==> config.mk <==
export PLATFORM = sky130hd
export DESIGN_NAME = modbus_meter_poll_master_core_flat
export DESIGN_NICKNAME = d
export VERILOG_FILES = /design/src/hw/rtl/mmp_pkg.sv /design/src/hw/rtl/mmp_if.sv /design/src/hw/rtl/mmp_frame.sv /design/src/hw/rtl/mmp_emit.sv /design/src/hw/rtl/modbus_meter_poll_master_core.sv /design/src/flat_wrapper.sv
export SDC_FILE = /design/constraint.sdc
export NUM_CORES = 1
export LEC_CHECK = 0
export BUFFER_PORTS_ARGS = -buffer_cell sky130_fd_sc_hd__clkbuf_2
export CAP_MARGIN = 20
export CELL_PAD_IN_SITES_DETAIL_PLACEMENT = 2
export CELL_PAD_IN_SITES_GLOBAL_PLACEMENT = 2
export CORE_ASPECT_RATIO = 2
export CORE_MARGIN = 2
export CORE_UTILIZATION = 25
export CTS_CLUSTER_SIZE = 25
export DETAILED_ROUTE_END_ITERATION = 10
export PLACE_DENSITY_LB_ADDON = 0.1
export SLEW_MARGIN = 10
export SYNTH_ARGS = -nofsm -noshare
export SYNTH_HDL_FRONTEND = slang
export SYNTH_SLANG_ARGS = --single-unit
==> constraint.sdc <==
create_clock -name clock -period 11.9 [get_ports clock]
set_input_delay 0.595 -clock clock [delete_from_list [all_inputs] [get_ports clock]]
set_output_delay 0.595 -clock clock [all_outputs]
set_load 0.01 [all_outputs]
==> src/hw/rtl/mmp_pkg.sv <==
// ----------------------------------------------------------------------------
// Meter poll master package
// Shared types, codes, the register address table and the CRC-16 byte step.
// ----------------------------------------------------------------------------
package mmp_pkg;

   localparam int unsigned NUM_REGISTERS = 14;
   localparam logic [7:0] FUNC_READ_INPUT = 8'd4;
   localparam logic [7:0] QUERY_QTY_HI = 8'd0;
   localparam logic [7:0] QUERY_QTY_LO = 8'd2;
   localparam logic [15:0] CRC_INIT = 16'hffff;
   localparam logic [15:0] CRC_POLY = 16'ha001;
   localparam logic [7:0] NODE_ADDR_RESET = 8'd1;

   // Input command codes.
   localparam logic CMD_START = 1'b0;
   localparam logic CMD_BYTE  = 1'b1;

   // Beat positions of one result burst in the emitter.
   localparam logic [3:0] STEP_HEAD    = 4'd0;
   localparam logic [3:0] STEP_SLAVE   = 4'd1;
   localparam logic [3:0] STEP_FUNC    = 4'd2;
   localparam logic [3:0] STEP_ADDR_HI = 4'd3;
   localparam logic [3:0] STEP_ADDR_LO = 4'd4;
   localparam logic [3:0] STEP_QTY_HI  = 4'd5;
   localparam logic [3:0] STEP_QTY_LO  = 4'd6;
   localparam logic [3:0] STEP_CRC_LO  = 4'd7;
   localparam logic [3:0] STEP_CRC_HI  = 4'd8;

   typedef enum logic [2:0] {
      KIND_TX       = 3'd0,
      KIND_ACCEPTED = 3'd1,
      KIND_REJECTED = 3'd2,
      KIND_FINISHED = 3'd3,
      KIND_REFUSED  = 3'd4
   } result_kind_type;

   typedef enum logic {
      PHASE_HEADER = 1'b0,
      PHASE_BODY   = 1'b1
   } phase_type;

   typedef enum logic [1:0] {
      HEAD_NONE     = 2'd0,
      HEAD_ACCEPTED = 2'd1,
      HEAD_REJECTED = 2'd2,
      HEAD_REFUSED  = 2'd3
   } head_type;

   typedef enum logic [1:0] {
      TAIL_NONE   = 2'd0,
      TAIL_QUERY  = 2'd1,
      TAIL_FINISH = 2'd2
   } tail_type;

   // Everything the emitter needs to stream the results of one transaction.
   typedef struct packed {
      head_type    head;
      tail_type    tail;
      logic [3:0]  head_index;
      logic [31:0] head_value;
      logic [3:0]  query_index;
   } burst_type;

   // Start address of each polled register; unused slots read as zero.
   function automatic logic [15:0] reg_addr(input logic [3:0] idx);
      logic [15:0] a;
      case (idx)
         4'd0:    a = 16'h0000;
         4'd1:    a = 16'h0006;
         4'd2:    a = 16'h000c;
         4'd3:    a = 16'h0012;
         4'd4:    a = 16'h0018;
         4'd5:    a = 16'h001e;
         4'd6:    a = 16'h0024;
         4'd7:    a = 16'h0046;
         4'd8:    a = 16'h0048;
         4'd9:    a = 16'h004a;
         4'd10:   a = 16'h004c;
         4'd11:   a = 16'h004e;
         4'd12:   a = 16'h0156;
         4'd13:   a = 16'h0158;
         default: a = 16'h0000;
      endcase
      return a;
   endfunction

   // One byte of the reflected Modbus CRC-16.
   function automatic logic [15:0] crc_step(input logic [15:0] crc, input logic [7:0] b);
      logic [15:0] c;
      c = crc ^ {8'h00, b};
      for (int j = 0; j < 8; j++) begin
         if (c[0]) begin
            c = (c >> 1) ^ CRC_POLY;
         end else begin
            c = c >> 1;
         end
      end
      return c;
   endfunction

endpackage

==> src/hw/rtl/mmp_if.sv <==
// ----------------------------------------------------------------------------
// Meter poll master channels
// Valid/ready channels for requests, responses and the address register.
// ----------------------------------------------------------------------------
interface mmp_req_if;
   logic       valid;
   logic       ready;
   logic       cmd;
   logic [7:0] rx_byte;

   modport source (output valid, output cmd, output rx_byte, input ready);
   modport sink (input valid, input cmd, input rx_byte, output ready);
endinterface

interface mmp_rsp_if;
   logic        valid;
   logic        ready;
   logic [2:0]  result_kind;
   logic [7:0]  tx_byte;
   logic [3:0]  register_index;
   logic [31:0] value_bits;
   logic        last;

   modport source (output valid, output result_kind, output tx_byte,
                   output register_index, output value_bits, output last,
                   input ready);
   modport sink (input valid, input result_kind, input tx_byte,
                 input register_index, input value_bits, input last,
                 output ready);
endinterface

interface mmp_csr_if;
   logic       valid;
   logic       ready;
   logic [7:0] node_addr;

   modport source (output valid, output node_addr, input ready);
   modport sink (input valid, input node_addr, output ready);
endinterface

==> src/hw/rtl/mmp_frame.sv <==
// ----------------------------------------------------------------------------
// Meter poll frame tracker
// Holds the poll state, parses response frames and plans each result burst.
// ----------------------------------------------------------------------------
module mmp_frame #(
   parameter int unsigned NUM_REGS = mmp_pkg::NUM_REGISTERS
) (
   input  logic               clock,
   input  logic               reset,
   input  logic               take,
   input  logic               cmd,
   input  logic [7:0]         rx_byte,
   output logic               burst_valid,
   output mmp_pkg::burst_type burst
);
   import mmp_pkg::*;

   logic        busy_ff, busy_in;
   phase_type   phase_ff, phase_in;
   logic [3:0]  reg_index_ff, reg_index_in;
   logic [8:0]  byte_count_ff, byte_count_in;
   logic [8:0]  body_length_ff, body_length_in;
   logic [15:0] crc_ff, crc_in;
   logic [31:0] value_ff, value_in;

   logic [15:0] crc_byte;
   logic [8:0]  count_inc;
   logic [9:0]  count_plus2;
   logic [4:0]  index_inc;
   logic        good;

   assign crc_byte    = crc_step(crc_ff, rx_byte);
   assign count_inc   = byte_count_ff + 9'd1;
   assign count_plus2 = {1'b0, byte_count_ff} + 10'd2;
   assign index_inc   = {1'b0, reg_index_ff} + 5'd1;
   assign good        = (crc_ff == {rx_byte, 8'h00}) && (body_length_ff >= 9'd6);

   always_comb begin
      busy_in        = busy_ff;
      phase_in       = phase_ff;
      reg_index_in   = reg_index_ff;
      byte_count_in  = byte_count_ff;
      body_length_in = body_length_ff;
      crc_in         = crc_ff;
      value_in       = value_ff;
      burst_valid    = 1'b0;
      burst          = '{head: HEAD_NONE, tail: TAIL_NONE, head_index: 4'd0,
                         head_value: 32'd0, query_index: 4'd0};

      if (take) begin
         if (cmd == CMD_START) begin
            burst_valid = 1'b1;
            if (busy_ff) begin
               burst.head       = HEAD_REFUSED;
               burst.head_index = reg_index_ff;
            end else begin
               busy_in           = 1'b1;
               reg_index_in      = 4'd0;
               burst.tail        = TAIL_QUERY;
               burst.query_index = 4'd0;
               phase_in          = PHASE_HEADER;
               byte_count_in     = 9'd0;
               body_length_in    = 9'd0;
               crc_in            = CRC_INIT;
               value_in          = 32'd0;
            end
         end else if (busy_ff) begin
            if (phase_ff == PHASE_HEADER) begin
               crc_in        = crc_byte;
               byte_count_in = count_inc;
               if (count_inc >= 9'd3) begin
                  if (rx_byte == 8'd0) begin
                     // Empty byte count: start over on a fresh header.
                     byte_count_in  = 9'd0;
                     body_length_in = 9'd0;
                     crc_in         = CRC_INIT;
                     value_in       = 32'd0;
                  end else begin
                     body_length_in = {1'b0, rx_byte} + 9'd2;
                     byte_count_in  = 9'd0;
                     value_in       = 32'd0;
                     phase_in       = PHASE_BODY;
                  end
               end
            end else if (count_plus2 < {1'b0, body_length_ff}) begin
               crc_in = crc_byte;
               if (byte_count_ff < 9'd4) begin
                  value_in = {value_ff[23:0], rx_byte};
               end
               byte_count_in = count_inc;
            end else if (count_plus2 == {1'b0, body_length_ff}) begin
               // CRC low byte folds in; the high byte must then match.
               crc_in        = crc_ff ^ {8'h00, rx_byte};
               byte_count_in = count_inc;
            end else begin
               burst_valid      = 1'b1;
               burst.head       = good ? HEAD_ACCEPTED : HEAD_REJECTED;
               burst.head_index = reg_index_ff;
               burst.head_value = good ? value_ff : 32'd0;
               phase_in         = PHASE_HEADER;
               byte_count_in    = 9'd0;
               body_length_in   = 9'd0;
               crc_in           = CRC_INIT;
               value_in         = 32'd0;
               if (index_inc >= 5'(NUM_REGS)) begin
                  busy_in    = 1'b0;
                  burst.tail = TAIL_FINISH;
               end else begin
                  reg_index_in      = index_inc[3:0];
                  burst.tail        = TAIL_QUERY;
                  burst.query_index = index_inc[3:0];
               end
            end
         end
      end
   end

   always_ff @(posedge clock) begin
      if (reset) begin
         busy_ff        <= 1'b0;
         phase_ff       <= PHASE_HEADER;
         reg_index_ff   <= 4'd0;
         byte_count_ff  <= 9'd0;
         body_length_ff <= 9'd0;
         crc_ff         <= CRC_INIT;
         value_ff       <= 32'd0;
      end else begin
         busy_ff        <= busy_in;
         phase_ff       <= phase_in;
         reg_index_ff   <= reg_index_in;
         byte_count_ff  <= byte_count_in;
         body_length_ff <= body_length_in;
         crc_ff         <= crc_in;
         value_ff       <= value_in;
      end
   end

endmodule

==> src/hw/rtl/mmp_emit.sv <==
// ----------------------------------------------------------------------------
// Meter poll result emitter
// Streams one planned burst as result transactions through an output register.
// ----------------------------------------------------------------------------
module mmp_emit #(
   parameter int unsigned NUM_REGS = mmp_pkg::NUM_REGISTERS
) (
   input  logic               clock,
   input  logic               reset,
   input  logic               burst_valid,
   input  mmp_pkg::burst_type burst,
   input  logic [7:0]         node_addr,
   output logic               desc_busy,
   mmp_rsp_if.source          rsp
);
   import mmp_pkg::*;

   logic        desc_valid_ff, desc_valid_in;
   burst_type   desc_ff;
   logic [3:0]  step_ff, step_in;
   logic [15:0] crc_ff, crc_in;
   logic        out_valid_ff, out_valid_in;
   result_kind_type kind_ff;
   logic [7:0]  tx_ff;
   logic [3:0]  index_ff;
   logic [31:0] value_ff;
   logic        last_ff;

   logic            advance;
   logic            beat_final;
   result_kind_type beat_kind;
   logic [7:0]      beat_tx;
   logic [3:0]      beat_index;
   logic [31:0]     beat_value;
   logic [15:0]     query_addr;

   assign query_addr = reg_addr(desc_ff.query_index);
   assign advance    = desc_valid_ff && (!out_valid_ff || rsp.ready);
   assign desc_busy  = desc_valid_ff;

   always_comb begin
      beat_kind  = KIND_TX;
      beat_tx    = 8'd0;
      beat_index = desc_ff.query_index;
      beat_value = 32'd0;
      beat_final = 1'b0;
      if (step_ff == STEP_HEAD) begin
         case (desc_ff.head)
            HEAD_ACCEPTED: beat_kind = KIND_ACCEPTED;
            HEAD_REJECTED: beat_kind = KIND_REJECTED;
            default:       beat_kind = KIND_REFUSED;
         endcase
         beat_index = desc_ff.head_index;
         beat_value = desc_ff.head_value;
         beat_final = (desc_ff.tail == TAIL_NONE);
      end else if (desc_ff.tail == TAIL_FINISH) begin
         beat_kind  = KIND_FINISHED;
         beat_index = 4'(NUM_REGS - 1);
         beat_final = 1'b1;
      end else begin
         case (step_ff)
            STEP_SLAVE:   beat_tx = node_addr;
            STEP_FUNC:    beat_tx = FUNC_READ_INPUT;
            STEP_ADDR_HI: beat_tx = query_addr[15:8];
            STEP_ADDR_LO: beat_tx = query_addr[7:0];
            STEP_QTY_HI:  beat_tx = QUERY_QTY_HI;
            STEP_QTY_LO:  beat_tx = QUERY_QTY_LO;
            STEP_CRC_LO:  beat_tx = crc_ff[7:0];
            STEP_CRC_HI:  beat_tx = crc_ff[15:8];
            default:      beat_tx = 8'd0;
         endcase
         beat_final = (step_ff == STEP_CRC_HI);
      end
   end

   always_comb begin
      desc_valid_in = desc_valid_ff;
      step_in       = step_ff;
      crc_in        = crc_ff;
      if (burst_valid && !desc_valid_ff) begin
         desc_valid_in = 1'b1;
         step_in       = (burst.head == HEAD_NONE) ? STEP_SLAVE : STEP_HEAD;
         crc_in        = CRC_INIT;
      end else if (advance) begin
         step_in = step_ff + 4'd1;
         if (beat_final) begin
            desc_valid_in = 1'b0;
         end
         // The query CRC accumulates over the six bytes ahead of it.
         if (step_ff >= STEP_SLAVE && step_ff <= STEP_QTY_LO) begin
            crc_in = crc_step(crc_ff, beat_tx);
         end
      end
      if (advance) begin
         out_valid_in = 1'b1;
      end else if (rsp.ready) begin
         out_valid_in = 1'b0;
      end else begin
         out_valid_in = out_valid_ff;
      end
   end

   always_ff @(posedge clock) begin
      if (reset) begin
         desc_valid_ff <= 1'b0;
         out_valid_ff  <= 1'b0;
         step_ff       <= STEP_HEAD;
         crc_ff        <= CRC_INIT;
      end else begin
         desc_valid_ff <= desc_valid_in;
         out_valid_ff  <= out_valid_in;
         step_ff       <= step_in;
         crc_ff        <= crc_in;
      end
   end

   always_ff @(posedge clock) begin
      if (burst_valid && !desc_valid_ff) begin
         desc_ff <= burst;
      end
      if (advance) begin
         kind_ff  <= beat_kind;
         tx_ff    <= beat_tx;
         index_ff <= beat_index;
         value_ff <= beat_value;
         last_ff  <= beat_final;
      end
   end

   assign rsp.valid          = out_valid_ff;
   assign rsp.result_kind    = kind_ff;
   assign rsp.tx_byte        = tx_ff;
   assign rsp.register_index = index_ff;
   assign rsp.value_bits     = value_ff;
   assign rsp.last           = last_ff;

endmodule

==> src/hw/rtl/modbus_meter_poll_master_core.sv <==
// ----------------------------------------------------------------------------
// Modbus RTU meter poll master
// Polls a fixed list of meter input registers with read-input-registers queries.
// ----------------------------------------------------------------------------
// Usage: a request transaction on req_ch carries either a start command or one
// received serial byte. Response transactions on rsp_ch carry the query bytes
// to transmit, accepted or rejected register values, the poll-finished mark and
// start-refused marks; the last flag marks the final response of a request.
// csr_ch writes the slave address and is always ready; write it only while the
// block is idle.
// Timing: the first response of a request passes through the burst descriptor
// register and then the output register, once that is free, before it reaches
// rsp_ch. Requests that cause no response are taken every cycle while no burst
// waits in the emitter.
// Throughput: the emitter sends one response per cycle while rsp_ch is ready;
// the request channel reopens in the cycle after the previous request's final
// response enters the output register. A request has at most nine responses.
// Reset clears the poll state, sets the slave address to 1 and drops rsp_ch
// valid. A stalled receiver holds the output register and, through the
// emitter, stops request intake once a burst is pending.
// ----------------------------------------------------------------------------
module modbus_meter_poll_master_core #(
   parameter int unsigned NUM_REGS = mmp_pkg::NUM_REGISTERS
) (
   input  logic       clock,
   input  logic       reset,
   mmp_req_if.sink    req_ch,
   mmp_rsp_if.source  rsp_ch,
   mmp_csr_if.sink    csr_ch
);
   import mmp_pkg::*;

   logic [7:0] slave_ff;
   logic       take;
   logic       burst_valid;
   burst_type  burst;
   logic       desc_busy;

   // The address register takes every write at once.
   assign csr_ch.ready = 1'b1;

   always_ff @(posedge clock) begin
      if (reset) begin
         slave_ff <= NODE_ADDR_RESET;
      end else if (csr_ch.valid) begin
         slave_ff <= csr_ch.node_addr;
      end
   end

   // Requests are accepted whenever no burst waits in the emitter.
   assign req_ch.ready = !desc_busy;
   assign take         = req_ch.valid && req_ch.ready;

   mmp_frame #(
      .NUM_REGS (NUM_REGS)
   ) u_frame (
      .clock       (clock),
      .reset       (reset),
      .take        (take),
      .cmd         (req_ch.cmd),
      .rx_byte     (req_ch.rx_byte),
      .burst_valid (burst_valid),
      .burst       (burst)
   );

   mmp_emit #(
      .NUM_REGS (NUM_REGS)
   ) u_emit (
      .clock       (clock),
      .reset       (reset),
      .burst_valid (burst_valid),
      .burst       (burst),
      .node_addr   (slave_ff),
      .desc_busy   (desc_busy),
      .rsp         (rsp_ch)
   );

endmodule
==> src/flat_wrapper.sv <==
// flat-port wrapper written by rule: the top's interface ports become plain ports
module modbus_meter_poll_master_core_flat import mmp_pkg::*;
#(
   parameter int unsigned NUM_REGS = mmp_pkg::NUM_REGISTERS
)
  (clock, reset, req_ch_valid, req_ch_cmd, req_ch_rx_byte, req_ch_ready, rsp_ch_valid, rsp_ch_result_kind, rsp_ch_tx_byte, rsp_ch_register_index, rsp_ch_value_bits, rsp_ch_last, rsp_ch_ready, csr_ch_valid, csr_ch_node_addr, csr_ch_ready);
  mmp_req_if req_ch_i ();
  mmp_rsp_if rsp_ch_i ();
  mmp_csr_if csr_ch_i ();
  input  logic clock;
  input  logic reset;
  input wire logic [$bits(req_ch_i.valid)-1:0] req_ch_valid;
  input wire logic [$bits(req_ch_i.cmd)-1:0] req_ch_cmd;
  input wire logic [$bits(req_ch_i.rx_byte)-1:0] req_ch_rx_byte;
  output wire logic [$bits(req_ch_i.ready)-1:0] req_ch_ready;
  output wire logic [$bits(rsp_ch_i.valid)-1:0] rsp_ch_valid;
  output wire logic [$bits(rsp_ch_i.result_kind)-1:0] rsp_ch_result_kind;
  output wire logic [$bits(rsp_ch_i.tx_byte)-1:0] rsp_ch_tx_byte;
  output wire logic [$bits(rsp_ch_i.register_index)-1:0] rsp_ch_register_index;
  output wire logic [$bits(rsp_ch_i.value_bits)-1:0] rsp_ch_value_bits;
  output wire logic [$bits(rsp_ch_i.last)-1:0] rsp_ch_last;
  input wire logic [$bits(rsp_ch_i.ready)-1:0] rsp_ch_ready;
  input wire logic [$bits(csr_ch_i.valid)-1:0] csr_ch_valid;
  input wire logic [$bits(csr_ch_i.node_addr)-1:0] csr_ch_node_addr;
  output wire logic [$bits(csr_ch_i.ready)-1:0] csr_ch_ready;
  assign req_ch_i.valid = req_ch_valid;
  assign req_ch_i.cmd = req_ch_cmd;
  assign req_ch_i.rx_byte = req_ch_rx_byte;
  assign req_ch_ready = req_ch_i.ready;
  assign rsp_ch_valid = rsp_ch_i.valid;
  assign rsp_ch_result_kind = rsp_ch_i.result_kind;
  assign rsp_ch_tx_byte = rsp_ch_i.tx_byte;
  assign rsp_ch_register_index = rsp_ch_i.register_index;
  assign rsp_ch_value_bits = rsp_ch_i.value_bits;
  assign rsp_ch_last = rsp_ch_i.last;
  assign rsp_ch_i.ready = rsp_ch_ready;
  assign csr_ch_i.valid = csr_ch_valid;
  assign csr_ch_i.node_addr = csr_ch_node_addr;
  assign csr_ch_ready = csr_ch_i.ready;
  modbus_meter_poll_master_core #(.NUM_REGS(NUM_REGS)) u_core (.clock(clock), .reset(reset), .req_ch(req_ch_i), .rsp_ch(rsp_ch_i), .csr_ch(csr_ch_i));
endmodule
# Word-level counts from Yosys, hierarchy flattened
# Memory sizes are Yosys's and may differ from the RTL's. A register that Yosys moved wholly into a read port is not among the register bits.
# Cells that the tools add are included.
# classes
n_reduce_logical	24
mux	128
n_bitwise	23
order_cmp	7
n_div	0
n_addsub	5
n_shift	0
mul	0
n_eq_ne	23
# op_table
op	n
16-bit 2-to-1 mux	45
32-bit 2-to-1 mux	10
44-bit 2-to-1 mux	5
9-bit 2-to-1 mux	14
4-bit 2-to-1 mux	15
8-bit one-hot mux with 7 select lines	1
2-bit NOT with 3-bit output	16
16-bit by 8-bit bitwise XOR with 16-bit output	2
1-bit 2-to-1 mux	29
8-bit 2-to-1 mux	3
6-bit AND reduction	3
16-bit == test	1
7-bit OR reduction	2
4-bit by 3-bit == test with 1-bit output, second input constant	3
9-bit by 2-bit adder with 10-bit output, second input constant	1
10-bit by 9-bit == test with 1-bit output	1
10-bit by 9-bit less-than comparator with 1-bit output	1
8-bit by 2-bit adder with 9-bit output, second input constant	1
9-bit by 1-bit adder with 9-bit output, second input constant	1
9-bit by 2-bit greater-or-equal comparator with 1-bit output, second input constant	1
9-bit by 3-bit greater-or-equal comparator with 1-bit output, second input constant	1
9-bit by 3-bit less-than comparator with 1-bit output, second input constant	1
4-bit by 2-bit == test with 1-bit output, second input constant	2
8-bit logical NOT	1
other kinds (28)	50
# totals
elab_cells	233
mem_count	1
ramBits	0
out_inout_bits	51
register_bits	194
inputBits	22
latchBits	0
romBits	112
# mem_list
memory	words	word_bits	rd	rd_clocked_by_memory_dff	write_ports	line	text
(no name shown)	16	7	1	1	0	mmp_pkg.sv:68	case (idx)

# Longest topological paths before layout
# logic_depth
depth_word	42
ltp_mapped	17
depth_no_buf	16

# Hierarchy
# Synthesis repeated with hierarchy kept, for this count alone.
# hier_totals
hier_cells	1008
area_unflattened_um2	10105.9
# by_module_without_submodules
module	seq_area_each_um2	cells_each	instances	area_per_inst_um2
mmp_emit	3343.2	386	1	5143.7
mmp_frame	1441.4	592	1	4650.7
modbus_meter_poll_master_core	160.2	30	1	311.5

# Worst setup path before layout
# OpenSTA, ideal clock, no wires.
# synth_path
kind	register to register
start	register u_core.u_frame.byte_count_ff[4]
end	register u_core.u_emit.crc_ff[11]
period_less_slack_ns	4.259
stages_incl_launch_ff	16
required_ns	11.759
setup_slack_ns	7.641
setup_time_ns	0.141
path_buffers	2
arrival_ns	4.118
cell_sequence	dfxtp_1 > clkbuf_1 > and3_1 > nand3_1 > xnor2_1 > ha_1 > a21oi_1 > nand2_1 > o31ai_1 > o21ai_1 > a31o_2 > nand2_1 > inv_1 > nor2_1 > clkbuf_1 > o211ai_1
# synth_via
elab_chain_len	10
word_cells_on_any_way	11
classes_between	add/sub: 1; order compare: 1; eq/ne: 1; mux: 6; reduce/logical: 2
# synth_lines
element	line	text
from (decl)	mmp_frame.sv:21	logic [8:0] byte_count_ff, byte_count_in;
from (signal assigned)	mmp_frame.sv:131	byte_count_ff <= byte_count_in;
9-bit by 2-bit adder with 10-bit output *	mmp_frame.sv:34	assign count_plus2 = {1'b0, byte_count_ff} + 10'd2;
parallel branches: the longest is 2 deep, another holds 10-bit by 9-bit less-than comparator with 1-bit output	--	
1-bit 2-to-1 mux *	mmp_frame.sv:85	end else if (count_plus2 < {1'b0, body_length_ff}) begin
1-bit 2-to-1 mux *	mmp_frame.sv:68	if (phase_ff == PHASE_HEADER) begin
1-bit 2-to-1 mux *	mmp_frame.sv:67	end else if (busy_ff) begin
1-bit 2-to-1 mux *	mmp_frame.sv:51	if (cmd == CMD_START) begin
1-bit 2-to-1 mux *	mmp_frame.sv:50	if (take) begin
1-bit logical AND *	mmp_emit.sv:80	if (burst_valid && !desc_valid_ff) begin
2-bit OR reduction (no source line) *	--	
to (signal assigned)	mmp_emit.sv:113	crc_ff <= crc_in;
to (decl)	mmp_emit.sv:21	logic [15:0] crc_ff, crc_in;
# Mark *: on every way between the ends.
# A chain may end at the register's enable or synchronous reset.

# Final worst setup path
# layout_path
start	register u_core.u_frame.byte_count_ff[2]
end	register, netlist name u_core.u_emit.query_addr[2]
# layout_via
elab_chain_len	10
word_cells_on_any_way	13
classes_between	add/sub: 1; order compare: 1; eq/ne: 1; mux: 8; reduce/logical: 2
# layout_lines
element	line
9-bit by 2-bit adder with 10-bit output *	mmp_frame.sv:34
parallel branches: the longest is 8 deep, another holds 10-bit by 9-bit less-than comparator with 1-bit output	--
4-bit 2-to-1 mux (no source line) *	--
# Marks and branches as above.

==> summary.md <==
Status
• result of the run: finished, final reports clean

Power and ir drop
• switching power: 0.428 mW
• VDD IR max: 84.8 µV
• Comb power frac: 11.0%
• internal power: 1.24 mW
• Sw Share: 25.6%
• leakage power: 4.30 nW
• PwrDens: 145 mW/mm²
• sequential share of power: 45.7%
• Clk network pwr share: 43.3%

Clocking
• number of buffers created by CTS: 22
• sink count of the clock tree: 201
• Max Buffers Root-to-Sink: 3
• buffers inserted during post-CTS setup optimization: 0
• post-CTS resize count: 0
• clock-pin slew reported for the worst setup and hold paths after clock tree synthesis: 0.06 ns
• hold-fix buffers at CTS: 0
• clock insertion delay at the later pin of the skew report: 0.53 ns
• CTS HTree Levels: 1
• clock root buffer master: sky130_fd_sc_hd__clkbuf_16
• TritonCTS clock tree: built

Place
• routability-driven placement congestion ratio: 0.781
• Final HPWL DP: 19,400 µm
• count of buffers inserted at the top-level ports: 71

Synth
• yosys warns: 0
• cell types with the largest area share after synthesis: sky130_fd_sc_hd__edfxtp_1 (28%), sky130_fd_sc_hd__dfxtp_1 (22%), sky130_fd_sc_hd__and2_1 (4.6%)
• most used flip-flop cell after synthesis: sky130_fd_sc_hd__dfxtp_1
• post-synthesis instance total: 1,011
• Async SR Flop Fraction: 0%
• number of enable flip-flop cells after synthesis: 92
• cell area after synthesis: 0.00988 mm²
• net count of the mapped netlist: 1,064
• cell type contributing the most total cell area after synthesis: sky130_fd_sc_hd__edfxtp_1
• number of library cell types mapped by synthesis: 69
• register area share after synthesis: 50.0%
• area fraction of the dominant cell type after synthesis: 28.0%
• number of storage elements in the synthesis netlist: 201
• synthesized area per cell: 9.78 µm²

Routing
• DRC violation total after the first TritonRoute iteration: 268
• total number of vias: 7,364
• number of nets with antenna violations after detailed routing: 0
• number of iterations in the first detailed-routing pass: 4
• routed length per placed instance: 17.2 µm
• drt via density: 4.63
• Remaining DRCs: 0
• overall routed net length: 27,400 µm

Global routing
• antenna violations before repair: 0
• via count of the first global-routing pass: 7,949
• pin count of the biggest net entering global routing: 65
• Total GRT Usage: 13.6%
• first-pass GRT wire length: 44,900 µm
• GRT Residual Overflow: 0

Flow run
• count of max-cap constraint violations: 0

STA
• minimum period implied by the final worst setup slack: 4.55 ns
• Final Skew: 0.0192 ns
• setup violators final: 0
• final hold slack: 0.317 ns
• count of endpoints failing hold in the final timing report: 0
• setup TNS: 0 ns
• number of max-slew violations in the final report: 0
• Max Fclk: 0.220 GHz
• slew at the pin closest to its max-slew limit: 0.981 ns
• Max-Slew Margin vs Limit: 34.5%
• setup repair after global routing missed its margin: false
• Tcrit/Tclk final: 38.2%

Critical path
• arrival time worst endpoint: 4.94 ns
• element type at the critical path end: flop
• maximum net fanout on the critical path: 13
• Worst Setup Path Type: reg -> reg
• most used cell along the critical path: sky130_fd_sc_hd__ha_1
• highest cell delay on the worst timing path: 0.59 ns
• slowest library cell on the worst path: sky130_fd_sc_hd__dfxtp_1
• critical path required time: 12.29 ns
• series of cell instances along the critical path: ha_1, nand3_1, xnor2_1, ha_1, a21oi_1, nand2_1, o31ai_1, o21ai_1, a31o_2, nand2_1, a22o_1, inv_1, ha_1, mux4_2
• startpoint types: flop

Layout
• final layout net count: 1,104
• Area growth syn-to-layout: 16.6%
• fraction of final layout cells with drive strength greater than 1: 13.0%
• diode count: 0

Worst hold path
• class of the most critical hold timing path: in -> reg

Die
• I/O pin total: 73
• starting density of the core: 25.2%
• area enclosed by the die boundary: 0.0412 mm²
• area of the placeable core: 0.0392 mm²
• number of placement rows: 103
• horizontal die dimension: 145 µm
• Die Height: 285 µm

## logic make-up after synthesis
| logic type | after synthesis | synth area share (%) |
|---|---|---|
| AOI/OAI and AO/OA | 193 | 12.8 |
| buffers and inverters | 100 | 3.95 |
| and+or+nand+nor | 398 | 21.0 |
| muxes | 19 | 2.09 |
| other | 1 | 0.0379 |
| xor gates and xnor gates | 68 | 6.19 |
| adders and majority gates | 31 | 3.92 |
| DFF | 201 | 50.0 |
## synth_stat cells (4+ instances only)
| cell type | number |
|---|---|
| sky130_fd_sc_hd__dfxtp_1 | 109 |
| sky130_fd_sc_hd__nor4_1 | 8 |
| sky130_fd_sc_hd__o31ai_1 | 15 |
| sky130_fd_sc_hd__nand3_1 | 53 |
| sky130_fd_sc_hd__a32oi_1 | 8 |
| sky130_fd_sc_hd__nor2_1 | 74 |
| sky130_fd_sc_hd__edfxtp_1 | 92 |
| sky130_fd_sc_hd__a21oi_1 | 38 |
| sky130_fd_sc_hd__xor2_1 | 24 |
| sky130_fd_sc_hd__ha_1 | 31 |
| sky130_fd_sc_hd__a31oi_1 | 7 |
| sky130_fd_sc_hd__a211oi_1 | 4 |
| sky130_fd_sc_hd__nor2b_1 | 9 |
| sky130_fd_sc_hd__o21ai_0 | 55 |
| sky130_fd_sc_hd__and2_1 | 72 |
| sky130_fd_sc_hd__or3_1 | 13 |
| sky130_fd_sc_hd__xnor2_1 | 43 |
| sky130_fd_sc_hd__clkbuf_1 | 60 |
| sky130_fd_sc_hd__a21o_1 | 6 |
| sky130_fd_sc_hd__nand2_1 | 70 |
| sky130_fd_sc_hd__and3_1 | 9 |
| sky130_fd_sc_hd__inv_1 | 33 |
| sky130_fd_sc_hd__nand4_1 | 7 |
| sky130_fd_sc_hd__nand2b_1 | 45 |
| sky130_fd_sc_hd__nor3_1 | 18 |
| sky130_fd_sc_hd__o22ai_1 | 10 |
| sky130_fd_sc_hd__a22o_1 | 4 |
| sky130_fd_sc_hd__a22oi_1 | 4 |
| sky130_fd_sc_hd__a211o_1 | 4 |
| sky130_fd_sc_hd__mux2i_1 | 15 |
| sky130_fd_sc_hd__o211ai_1 | 16 |
## worst paths after layout
check                                                     start                          end  slack [ns]  cells past startpoint
worst min register to register      u_core.u_frame.value_ff[24]  u_core.u_frame.value_ff[24]        0.48                      2
worst max register to register  u_core.u_frame.byte_count_ff[2]  u_core.u_emit.query_addr[2]        7.35                     14
worst min-delay path                        csr_ch_node_addr[0]           u_core.slave_ff[0]        0.32                      2
worst max-delay path            u_core.u_frame.byte_count_ff[2]  u_core.u_emit.query_addr[2]        7.35                     14
## layout by cell type (no fill, tap or decap), drive strengths merged, types with 3 or more instances in the layout
cell type	n
nand4	7
a22o	5
nand2b	45
o21ai	58
a31oi	8
or2	3
dfxtp	109
clkbuf	100
o211ai	16
nor3b	3
a211o	4
o31ai	15
xor2	24
xnor2	43
nor4	9
clkinv	10
mux2i	15
mux2	3
or3	13
o22ai	10
and3	9
nor2	75
a21oi	39
nand3	53
inv	33
a32oi	8
a211oi	4
and2	74
ha	31
buf	11
nand2	70
edfxtp	92
nor2b	9
nor3	18
a21o	6
a22oi	4
## power by group through the flow
stage / Sequential, mW / Clock, mW / Combinational (mW)
floorplan: 0.779 / 0 / 0.125
CTS: 0.765 / 0.756 / 0.188
global placement: 0.780 / 0 / 0.182
detailed placement: 0.780 / 0 / 0.187
global route: 0.767 / 0.777 / 0.207
finish: 0.764 / 0.723 / 0.183
## critical path: cells and delay by family (launching register included)
kind	cells	cell delay, ns
compound gates	5	1.65
xor+xnor	1	0.15
fa+ha+maj	3	0.91
buf+inv	1	0.16
flops	1	0.59
mux	1	0.46
simple gates	3	0.49
## flip-flops by register name, indices dropped and copies added, names as in the netlist, 3 cells and up
register and count:
u_core.u_emit.rsp.tx_byte 8, u_core.u_emit.rsp.value_bits 32, u_core.u_emit.query_addr 7, u_core.u_frame.byte_count_ff 9, u_core.u_emit.rsp.result_kind 3, u_core.u_frame.crc_ff 16, u_core.u_frame.value_ff 32, u_core.u_emit.crc_ff 16
u_core.u_emit.desc_ff 44, u_core.u_frame.reg_index_ff 4, u_core.slave_ff 8, u_core.u_frame.body_length_ff 9, u_core.u_emit.rsp.register_index 4, u_core.u_emit.step_ff 4
## routing by layer
metal | part of all wire [%] | global-route usage [%] | vias to the layer above
li1 | - | - | 3622
met1 | 46 | 17.7 | 3635
met2 | 50 | 23.9 | 82
met3 | 2.7 | 1.58 | 25
met4 | 1.4 | 2.86 | 0
met5 | 0 | 0 | -
## metrics by stage
step | setup slack (ns) | std cells | instance area [µm²] | util [%] | total power, mW
6_report | 7.35 | 1592 | 11500 | 29.4 | 1.67
5_1_grt | 6.96 | 1592 | 11500 | 29.4 | 1.75
4_1_cts | 7.22 | 1589 | 11500 | 29.3 | 1.71
3_5_place_dp | 7.23 | 1549 | 10700 | 27.3 | 0.967
3_3_place_gp | 7.37 | 1548 | 10700 | 27.3 | 0.962
2_1_floorplan | 7.64 | 1011 | 9880 | - | 0.904
## area by class of cell
cell class | instances | area [µm²]
Inverter | 34 | 128
Clock inverter | 11 | 116
Tap cell | 525 | 657
Sequential cell | 201 | 4940
Fill cell | 4430 | 27700
Multi-Input combinational cell | 710 | 4570
Timing Repair Buffer | 82 | 455
Clock buffer | 29 | 648
(Power assumes the default switching activity.)
